`src/design/tac_pkg.sv`:
```
// ----------------------------------------------------------------------------
// tac_pkg
// Shared types and constants of the turret aim command block.
// ----------------------------------------------------------------------------
package tac_pkg;

    localparam int CORDIC_STEPS = 30;
    localparam int ROOT_TOP     = 24;
    localparam int POLY_DEG     = 6;
    localparam int STEP_W       = 6;

    typedef enum logic [1:0] {
        FUNC_TARGET = 2'd0,
        FUNC_JOY    = 2'd1,
        FUNC_MODE   = 2'd2,
        FUNC_TICK   = 2'd3
    } func_t;

    typedef enum logic [1:0] {
        REG_MAX_ELEV = 2'd0,
        REG_MAX_TURN = 2'd1,
        REG_OFFSET   = 2'd2,
        REG_GEAR     = 2'd3
    } reg_index_t;

    typedef enum logic [4:0] {
        ST_IDLE, ST_SQX, ST_SQY, ST_ROOT, ST_CORD, ST_BEAR, ST_DIVE, ST_DONE_E,
        ST_DIVT, ST_DONE_T, ST_MODE, ST_PMLO, ST_PMHI, ST_PADD, ST_TICK, ST_GEAR
    } state_t;

    typedef enum logic [4:0] {
        OP_NONE, OP_LOAD, OP_SQX, OP_SQY, OP_ROOT, OP_CORD, OP_BEAR, OP_DIVE,
        OP_DONE_E, OP_DIVT, OP_DONE_T, OP_MODE, OP_PMLO, OP_PMHI, OP_PADD,
        OP_TICK, OP_GEAR
    } op_t;

    typedef struct packed {
        op_t               op;
        logic [STEP_W-1:0] step;
    } cmd_t;

    typedef struct packed {
        logic out_busy;
        logic hand;
    } status_t;

    // atan(2^-i) in units of 2^-32 turn.
    localparam logic [31:0] ATAN_TAB [CORDIC_STEPS] = '{
        32'h20000000, 32'h12E4051E, 32'h09FB385B, 32'h051111D4, 32'h028B0D43,
        32'h0145D7E1, 32'h00A2F61E, 32'h00517C55, 32'h0028BE53, 32'h00145F2F,
        32'h000A2F98, 32'h000517CC, 32'h00028BE6, 32'h000145F3, 32'h0000A2FA,
        32'h0000517D, 32'h000028BE, 32'h0000145F, 32'h00000A30, 32'h00000518,
        32'h0000028C, 32'h00000146, 32'h000000A3, 32'h00000051, 32'h00000029,
        32'h00000014, 32'h0000000A, 32'h00000005, 32'h00000003, 32'h00000001
    };

    // Joystick divisors once the 2^16 part is folded into a shift, and their
    // reciprocals floor(2^32 / d).
    localparam logic [7:0]  DIV_ELEV = 8'd5;
    localparam logic [7:0]  DIV_TURN = 8'd180;
    localparam logic [31:0] RCP_ELEV = 32'd858993459;
    localparam logic [31:0] RCP_TURN = 32'd23860929;

endpackage

```
`src/design/tac_ctrl.sv`:
```
// ----------------------------------------------------------------------------
// tac_ctrl
// Sequencer that steps the datapath through each item's operations.
// ----------------------------------------------------------------------------
module tac_ctrl
    import tac_pkg::*;
#(
    parameter int FRAC_BITS = 16
) (
    input  logic       aclk,
    input  logic       aresetn,
    input  logic       in_valid,
    input  logic [1:0] in_func,
    output logic       in_ready,
    input  status_t    status,
    output cmd_t       cmd
);

    localparam logic [STEP_W-1:0] ROOT_HI  = STEP_W'(ROOT_TOP);
    localparam logic [STEP_W-1:0] CORD_HI  = STEP_W'(CORDIC_STEPS - 1);
    localparam logic [STEP_W-1:0] POLY_HI  = STEP_W'(POLY_DEG);

    state_t            state_reg, state_next;
    logic [STEP_W-1:0] cnt_reg, cnt_next;

    always_ff @(posedge aclk) begin
        if (!aresetn) begin
            state_reg <= ST_IDLE;
            cnt_reg   <= '0;
        end else begin
            state_reg <= state_next;
            cnt_reg   <= cnt_next;
        end
    end

    always_comb begin
        state_next = state_reg;
        cnt_next   = cnt_reg;
        in_ready   = 1'b0;
        cmd.op     = OP_NONE;
        cmd.step   = cnt_reg;
        unique case (state_reg)
            ST_IDLE: begin
                in_ready = 1'b1;
                if (in_valid) begin
                    cmd.op = OP_LOAD;
                    unique case (func_t'(in_func))
                        FUNC_TARGET: state_next = ST_SQX;
                        FUNC_JOY:    state_next = ST_DIVE;
                        FUNC_MODE:   state_next = ST_MODE;
                        FUNC_TICK: begin
                            state_next = status.hand ? ST_TICK : ST_PMLO;
                            cnt_next   = STEP_W'(1);
                        end
                    endcase
                end
            end
            ST_SQX: begin
                cmd.op     = OP_SQX;
                state_next = ST_SQY;
            end
            ST_SQY: begin
                cmd.op     = OP_SQY;
                state_next = ST_ROOT;
                cnt_next   = ROOT_HI;
            end
            ST_ROOT: begin
                cmd.op = OP_ROOT;
                if (cnt_reg == '0) begin
                    state_next = ST_CORD;
                end else begin
                    cnt_next = cnt_reg - 1'b1;
                end
            end
            ST_CORD: begin
                cmd.op = OP_CORD;
                if (cnt_reg == CORD_HI) begin
                    state_next = ST_BEAR;
                end else begin
                    cnt_next = cnt_reg + 1'b1;
                end
            end
            ST_BEAR: begin
                cmd.op     = OP_BEAR;
                state_next = ST_IDLE;
            end
            ST_DIVE: begin
                cmd.op     = OP_DIVE;
                state_next = ST_DONE_E;
            end
            ST_DONE_E: begin
                cmd.op     = OP_DONE_E;
                state_next = ST_DIVT;
            end
            ST_DIVT: begin
                cmd.op     = OP_DIVT;
                state_next = ST_DONE_T;
            end
            ST_DONE_T: begin
                cmd.op     = OP_DONE_T;
                state_next = ST_IDLE;
            end
            ST_MODE: begin
                cmd.op     = OP_MODE;
                state_next = ST_IDLE;
            end
            ST_PMLO: begin
                cmd.op     = OP_PMLO;
                state_next = ST_PMHI;
            end
            ST_PMHI: begin
                cmd.op     = OP_PMHI;
                state_next = ST_PADD;
            end
            ST_PADD: begin
                cmd.op = OP_PADD;
                if (cnt_reg == POLY_HI) begin
                    state_next = ST_TICK;
                end else begin
                    state_next = ST_PMLO;
                    cnt_next   = cnt_reg + 1'b1;
                end
            end
            ST_TICK: begin
                cmd.op     = OP_TICK;
                state_next = ST_GEAR;
            end
            ST_GEAR: begin
                // Hold here while the previous word still sits unaccepted.
                if (!status.out_busy) begin
                    cmd.op     = OP_GEAR;
                    state_next = ST_IDLE;
                end
            end
            default: state_next = ST_IDLE;
        endcase
    end

endmodule

```
`config.mk`:
```
export PLATFORM = sky130hd
export DESIGN_NAME = tac_ctrl
export DESIGN_NICKNAME = d
export VERILOG_FILES = /design/src/design/tac_pkg.sv /design/src/design/tac_ctrl.sv
export SDC_FILE = /design/constraint.sdc
export NUM_CORES = 1
export LEC_CHECK = 0
export BUFFER_PORTS_ARGS = -buffer_cell sky130_fd_sc_hd__buf_2
export CAP_MARGIN = 20
export CORE_MARGIN = 3
export CORE_UTILIZATION = 54
export CTS_CLUSTER_SIZE = 20
export DETAILED_ROUTE_END_ITERATION = 16
export HOLD_SLACK_MARGIN = 0.15
export MAX_ROUTING_LAYER = met4
export PLACE_DENSITY = 0.76
export SLEW_MARGIN = 20
export SYNTH_ARGS = -nofsm -noshare
export SYNTH_HDL_FRONTEND = slang
export SYNTH_SLANG_ARGS = --single-unit
```
`constraint.sdc`:
```
create_clock -name aclk -period 2.55 [get_ports aclk]
set_clock_uncertainty 0.1 [all_clocks]
set_input_delay 0.51 -clock aclk [delete_from_list [all_inputs] [get_ports aclk]]
set_output_delay 0.51 -clock aclk [all_outputs]
set_load 0.02 [all_outputs]
```
# Yosys cells after proc, flatten, opt, wreduce, memory -nomap -nowiden
# Cells that the tools add are included.
[word_totals]
elab_cells = 56
ff_bits = 11
out_inout_bits = 12
[classes]
n_mux = 18
reduce_logical = 6
n_addsub = 2
eq_ne = 28
[op_table]
columns = ["op", "n"]
rows = [
  ["one-hot mux 5 bit (16 select lines)", 1],
  ["one-hot mux 5 bit (13 select lines)", 1],
  ["== test 5 x 4 -> 1 bit, second input constant", 8],
  ["2-to-1 mux 6 bit", 5],
  ["one-hot mux 6 bit (5 select lines)", 1],
  ["2-to-1 mux 5 bit", 5],
  ["== test 5 x 3 -> 1 bit, second input constant", 4],
  ["one-hot mux 5 bit (4 select lines)", 1],
  ["inequality test 2 bit, second input constant", 7],
  ["== test 5 x 2 -> 1 bit, second input constant", 2],
  ["adder 6 x 1 -> 6 bit, second input constant", 1],
  ["== test 6 x 3 -> 1 bit, second input constant", 1],
  ["== test 6 x 5 -> 1 bit, second input constant", 1],
  ["logical NOT 6 bit", 1],
  ["2-to-1 mux 3 bit", 2],
  ["AND reduction 6 bit", 1],
  ["subtractor 6 x 1 -> 6 bit, second input constant", 1],
  ["== test 5 x 1 -> 1 bit, second input constant", 1],
  ["logical NOT 5 bit", 1],
  ["nonzero test 5 bit", 1],
  ["== test 2 bit, second input constant", 2],
  ["AND reduction 4 bit", 1],
  ["== test 2 x 1 -> 1 bit, second input constant", 1],
  ["logical NOT 2 bit", 1],
  ["other kinds (2)", 3],
]

# Depth between registers and ports, before layout
# Gate-level depths: netlist of run 1.
[logic_depth]
depth_word = 4
mapped_depth = 12

# Worst setup path after synthesis of run 1
# OpenSTA, ideal clock, no wires.
[synth_timing]
path_kind = "reg-to-reg"
startpoint = "reg state_reg[0]"
endpoint = "reg cnt_reg[5]"
path_stages_with_launch = 12
path_slack_ns = 0.466
arrival_time_ns = 1.892
t_required_ns = 2.358
setup_ns = 0.092
cell_sequence = "dfxtp_1 buf_2 xnor2_1 nand3b_1 buf_2 ha_1 and3_1 a31oi_1 nor2_1 a21oi_1 a21oi_1 o32ai_1"
[synth_between]
elab_chain_cells = 3
elab_cells_between_ends = 13
cone_classes = "9 x eq/ne; 1 x mux; 3 x reduce/logical"
[synth_rtl]
columns = ["item", "line_no", "source"]
rows = [
  ["start: declaration", "tac_ctrl.sv:23", "state_t state_reg, state_next;"],
  ["start signal: assignment", "tac_ctrl.sv:31", "state_reg <= state_next;"],
  ["== test 5 x 4 -> 1 bit, or another cell as far along", "tac_ctrl.sv:42", "unique case (state_reg)"],
  ["nonzero test 5 bit (no line), or another cell as far along", "n/a", ""],
  ["AND reduction 6 bit (no line)", "n/a", ""],
  ["end signal: assignment", "tac_ctrl.sv:32", "cnt_reg <= cnt_next;"],
  ["end: declaration", "tac_ctrl.sv:24", "logic [STEP_W-1:0] cnt_reg, cnt_next;"],
]
# Several ways; a longest one is shown, not always the timed one.
# A chain may end at the register's enable or synchronous reset.

# Final worst setup path of run 1
[layout_timing]
startpoint = "reg cnt_reg[3]"
endpoint = "reg cnt_reg[5]"
[layout_between]
elab_chain_cells = 3
elab_cells_between_ends = 13
cone_classes = "2 x add/sub; 5 x eq/ne; 4 x mux; 2 x reduce/logical"
[layout_rtl]
columns = ["item", "line_no", "source"]
rows = [
  ["adder 6 x 1 -> 6 bit, or another cell as far along", "tac_ctrl.sv:80, tac_ctrl.sv:121", ""],
  ["2-to-1 mux 6 bit, or another cell as far along", "tac_ctrl.sv:117", "if (cnt_reg == POLY_HI) begin"],
  ["one-hot mux 6 bit (5 select lines) / AND reduction 6 bit (equally long branches)", "n/a", ""],
]
# Several ways; a longest one is shown, not always the timed one. The select of a mux whose other input is x is not followed.

==> qor.yml, run 1 <==
cells_and_area:
  diodes: 0
  drive_gt1_frac: 0.212
  final_cells: 167
  largest_register_ffs: 6
  area_growth_pct: 11.1
  fin_nets: 162
  utilization: 0.669
route:
  avgViaCountPerCell: 6.63
  drt_pass1_iterations: 4
  avgRoutedWirePerCell_um: 14.9
  initialDrtViolationCount: 59
  wl_mm: 2.50
  detail-route-antenna-nets: 0
  vias: 1107
  drc: 0
cts:
  insertion_delay_ns: 0.27
  cts_setup_buffers: 0
  root_buffer: "clkbuf_4"
  holdBufCountCts: 0
  numCtsBuffers: 3
  cts_tree: "yes"
  cts_max_path_buffers: 2
  htreeDepth: 1
  cts_resized: 0
  cts.sinks: 10
  clkTransAtPathRegs_ns: 0.07
power_and_ir_drop:
  p_clk_frac: 0.072
  p_seq_frac: 0.198
  p_int_mw: 0.696
  comb_power_share: 0.730
  p_leak_nw: 0.444
  switching_power_mw: 0.773
  powerDensity_nw_per_um2: 1390
  ir_drop_v: 0.000652
  swShare: 0.526
synth:
  syn_nets: 146
  ys_ff_latch: 10
  async_flop_share: 0
  synth_edf_count: 0
  yosysSeqAreaShare: 0.211
  synth_ff_type: "dfxtp_1"
  syn_avg_cell_area_um2: 6.93
  yosysMostFrequentCell: "nor2_1"
  netlist.area_leader.share: 0.211
  synth_area_leaders: "dfxtp_1, a21oi_1, nor2_1, nand2_1, xnor2_1"
  synthesis.area_um2: 950
  yosys_warnings: 0
  ys_top_cells_by_count: "nor2_1, a21oi_1, nand2_1"
  yosysTopAreaCell: "dfxtp_1"
  ys_types: 42
  syn_inst: 137
timing:
  drv_slew: 0
  period_share: 0.897
  rsz0062_at_grt: "false"
  tns_ns: 0
  slew_headroom: 0.390
  max_freq_ghz: 0.437
  hold_viol: 0
  fin_crit_ns: 2.29
  worstMarginPinSlew_ns: 0.907
  layout_setup_ws_ns: 0.262
  setup_viol: 0
flow_run:
  drv_cap: 0
placed_design:
  dp_cells: 164
  dpl_worst_slack_ns: 0.319
  dpl.hpwl_mm: 1.82
  gp_congestion: 0.912
  port_buffers: 18
setup_path:
  endpoint_kind: "flip-flop"
  critical_path_required_ns: 2.60
  crit_arrival_ns: 2.34
  critPathLaunchType: "flip-flop"
  path_max_fanout: 11
  path_class: "reg -> reg"
floorplanning:
  die_h_um: 47.9
  die_w_um: 47.9
  initial_core_util: 0.602
  core-area_um2: 1580
  dieArea_um2: 2300
  io-pin-count: 19
  num_rows: 14
global_route:
  grt_pass1_wl_mm: 3.87
  grt_pass1_vias: 881
  grt_overflow_total: 0
  track_usage: 0.247
  antenna_found_initial: 0
  grt_start_max_net_pins: 19
min_path:
  hold_path.class: "reg -> reg"
outcome:
  status: "complete, no violations"
[layout make-up]
type                       instances  area (um^2)
tap                               16         20.0
sequential                        10          200
multi-input combinational        110          666
fill                             145          522
timing repair buffer              23          128
clock buffer                       3         22.5
inverter                           5         18.8
[metal layers]
| metal | vias up | routed length (um) | global-route usage |
|---|---|---|---|
| li1 | 531 | - | - |
| met1 | 503 | 1170 | 0.336 |
| met2 | 66 | 1070 | 0.335 |
| met3 | 7 | 217 | 0.0564 |
| met4 | 0 | 39 | 0.124 |
| met5 | - | 0 | - |
[power groups by stage]
stage	logic, mW	clock network [mW]	registers, mW
2_1_floorplan	0.847	0	0.276
3_3_place_gp	1.04	0	0.289
3_5_place_dp	1.05	0	0.290
4_1_cts	1.06	0.106	0.287
5_1_grt	1.18	0.112	0.301
6_report	1.07	0.106	0.291
[layout by cell type (no fill, tap or decap), drive strengths merged, types with 2 or more instances in the layout]
master  count
a21oi      14
a31oi       3
buf        23
clkbuf      3
dfxtp      10
ha          2
inv         5
nand2      12
nand2b      4
nand3       5
nand3b      3
nand4       2
nor2       17
nor3        6
o21a        3
o21ai       7
o221a       2
o22ai       3
o31ai       4
o32ai       2
or3         2
or4         2
xnor2       4
xor2        2
[path summary, 6_finish.rpt]
check	cells after the start	to	slack (ns)	start
worst max register to register	6	cnt_reg[5]	0.26	cnt_reg[3]
worst min-delay path	2	cnt_reg[5]	0.44	cnt_reg[5]
worst min register to register	2	cnt_reg[5]	0.44	cnt_reg[5]
worst max-delay path	6	cnt_reg[5]	0.26	cnt_reg[3]
[critical path, cell delays in order, from the launching register on]
cell      delay [ns]
dfxtp_1         0.39
or4_4           0.58
nor3_1          0.25
a32o_1          0.18
a221o_1         0.35
nand2b_1        0.22
o32ai_1         0.10
[logic make-up after synthesis]
logic type | Yosys count | share of synthesized area
AOI/OAI and AO/OA | 43 | 0.296
xor gates and xnor gates | 6 | 0.0553
adders and majority gates | 2 | 0.0263
buffers and inverters | 17 | 0.0883
DFF | 10 | 0.211
muxes | 1 | 0.0105
and+or+nand+nor | 58 | 0.312
[metrics by stage]
stage / power (mW) / hold slack, ns / cell area (um^2)
detailed placement: 1.34 / 0.431 / 1030
global placement: 1.33 / 0.416 / 1030
global route: 1.59 / 0.457 / 1050
floorplan: 1.12 / 0.477 / 950
CTS: 1.45 / 0.439 / 1050
finish: 1.47 / 0.440 / 1050
(Power assumes the default switching activity.)
==> inputs of run 2 (changes only) <==
--- a/config.mk
+++ b/config.mk
@@ -7,13 +7,14 @@
 export LEC_CHECK = 0
 export BUFFER_PORTS_ARGS = -buffer_cell sky130_fd_sc_hd__buf_2
 export CAP_MARGIN = 20
+export CORE_ASPECT_RATIO = 1.5
 export CORE_MARGIN = 3
-export CORE_UTILIZATION = 54
+export CORE_UTILIZATION = 25
 export CTS_CLUSTER_SIZE = 20
 export DETAILED_ROUTE_END_ITERATION = 16
 export HOLD_SLACK_MARGIN = 0.15
 export MAX_ROUTING_LAYER = met4
-export PLACE_DENSITY = 0.76
+export PLACE_DENSITY = 0.4
 export SLEW_MARGIN = 20
 export SYNTH_ARGS = -nofsm -noshare
 export SYNTH_HDL_FRONTEND = slang
==> run 2 against run 1 <==
Effect of this change:
- critical path depth did not move
- largest cell class unchanged
- setup slack improved by 0.022 ns
- flip-flop and latch count stayed put
- cell area up 5.6%
- largest power group unchanged
- hold slack lost 0.0034 ns
- routed wire length grew 17%
==> qor.yml, run 2 (synthesis gave the netlist of run 1 again) <==
power_and_ir_drop:
  p_total_mw: 1.55
  ir_drop_v: 0.000536
  p_leak_nw: 0.456
  powerDensity_nw_per_um2: 1390
timing:
  period_share: 0.889
  setup_viol: 0
  rsz0062_at_grt: "false"
  slew_headroom: 0.314
  hold_viol: 0
  drv_slew: 0
  max_freq_ghz: 0.441
  worstMarginPinSlew_ns: 1.02
  tns_ns: 0
  fin_crit_ns: 2.27
cts:
  htreeDepth: 1
  numCtsBuffers: 3
  cts_tree: "yes"
  cts_setup_buffers: 0
  insertion_delay_ns: 0.24
  holdBufCountCts: 0
  clkTransAtPathRegs_ns: 0.06
  cts.sinks: 10
  root_buffer: "clkbuf_8"
  cts_resized: 0
  cts_max_path_buffers: 2
cells_and_area:
  fill_cells: 406
  final_common_cell: "buf_2"
  fin_nets: 163
  diodes: 0
  area_growth_pct: 17.3
  drive_gt1_frac: 0.217
  mostFrequentLayoutCells: "buf_2, nor2_1, a21oi_1"
  largest_register_ffs: 6
  utilization: 0.317
global_route:
  grt_pass1_vias: 1021
  grt_start_max_net_pins: 19
  grt_overflow_total: 0
  antenna_found_initial: 0
  track_usage: 0.134
  grt_pass1_wl_mm: 4.66
setup_path:
  crit_buf_inv: 0
  endpoint_kind: "flip-flop"
  slowest_stage: "or4_4"
  path_cells: "or4_4 -> nor3_1 -> a32o_1 -> a221o_1 -> nand2b_1 -> o32ai_1"
  crit_arrival_ns: 2.30
  path_max_fanout: 11
  path_class: "reg -> reg"
  critPathLaunchType: "flip-flop"
  crit_family: "simple AND/OR/NAND/NOR gates"
  crit_path_max_incr_delay_ns: 0.58
  critical_path_required_ns: 2.58
floorplanning:
  core-area_um2: 3510
  dieArea_um2: 4590
  die_h_um: 81.5
  io-pin-count: 19
  num_rows: 26
  die_w_um: 56.3
  initial_core_util: 0.270
route:
  wl_mm: 2.92
  drt_pass1_iterations: 4
  initialDrtViolationCount: 36
  dr_wl_met3_um: 117
  avgRoutedWirePerCell_um: 15.0
  detail-route-antenna-nets: 0
  avgViaCountPerCell: 5.45
  vias: 1058
  drc: 0
  wl_met2_mm: 1.43
  met1_length_mm: 1.30
  maxUsedRoutingLayer: "met4"
min_path:
  hold_path.class: "reg -> reg"
placed_design:
  port_buffers: 18
  dpl.hpwl_mm: 2.14
  gp_congestion: 0.783
outcome:
  status: "complete, no violations"
flow_run:
  drv_cap: 0
[run 2: changes by cell type in the layout (fill, tap and decap cells not counted)]
cell	change
clkbuf_8	+3
buf_4	+1
clkbuf_4	-3
[run 2: metrics by stage]
stage               hold slack (ns)  std cells  cell area [um^2]  setup WS [ns]
floorplan                     0.477        137               950          0.466
global placement              0.429        191              1070          0.280
detailed placement            0.439        191              1070          0.283
CTS                           0.445        194              1110          0.282
global route                  0.478        194              1110          0.148
finish                        0.437        194              1110          0.284
[run 2: per-layer routing]
metal | up-vias | track usage
met1 | 493 | 0.143
met2 | 29 | 0.234
met3 | 6 | 0.0220
met5 | - | -
li1 | 530 | -
met4 | 0 | 0.0784
[run 2: final cells by class]
| type | instances | area [um^2] | area share |
|---|---|---|---|
| clock buffers | 3 | 41.3 | 0.0371 |
| inverters | 5 | 18.8 | 0.0169 |
| multi-input cells | 110 | 666 | 0.598 |
| flip-flops and latches | 10 | 200 | 0.180 |
| well taps | 42 | 52.6 | 0.0472 |
| repair buffers | 24 | 135 | 0.121 |
[run 2: worst reg2reg max path, stage by stage, from the launching register on]
cell      delay, ns
dfxtp_1        0.39
or4_4          0.58
nor3_1         0.27
a32o_1         0.16
a221o_1        0.37
nand2b_1       0.19
o32ai_1        0.10
[run 2: where the power goes]
| group | total, mW | switching (mW) | leakage, nW | internal [mW] |
|---|---|---|---|---|
| Clock | 0.172 | 0.0687 | 0.0216 | 0.104 |
| Sequential | 0.294 | 0.0848 | 0.0819 | 0.209 |
| Combinational | 1.08 | 0.642 | 0.353 | 0.439 |
| Total | 1.55 | 0.796 | 0.456 | 0.752 |
[run 2: worst paths after layout]
kind / end / cells after the start / slack, ns / startpoint
worst max register to register: cnt_reg[5] / 6 / 0.28 / cnt_reg[3]
worst max-delay path: cnt_reg[5] / 6 / 0.28 / cnt_reg[3]
worst min-delay path: cnt_reg[5] / 2 / 0.44 / cnt_reg[5]
worst min register to register: cnt_reg[5] / 2 / 0.44 / cnt_reg[5]
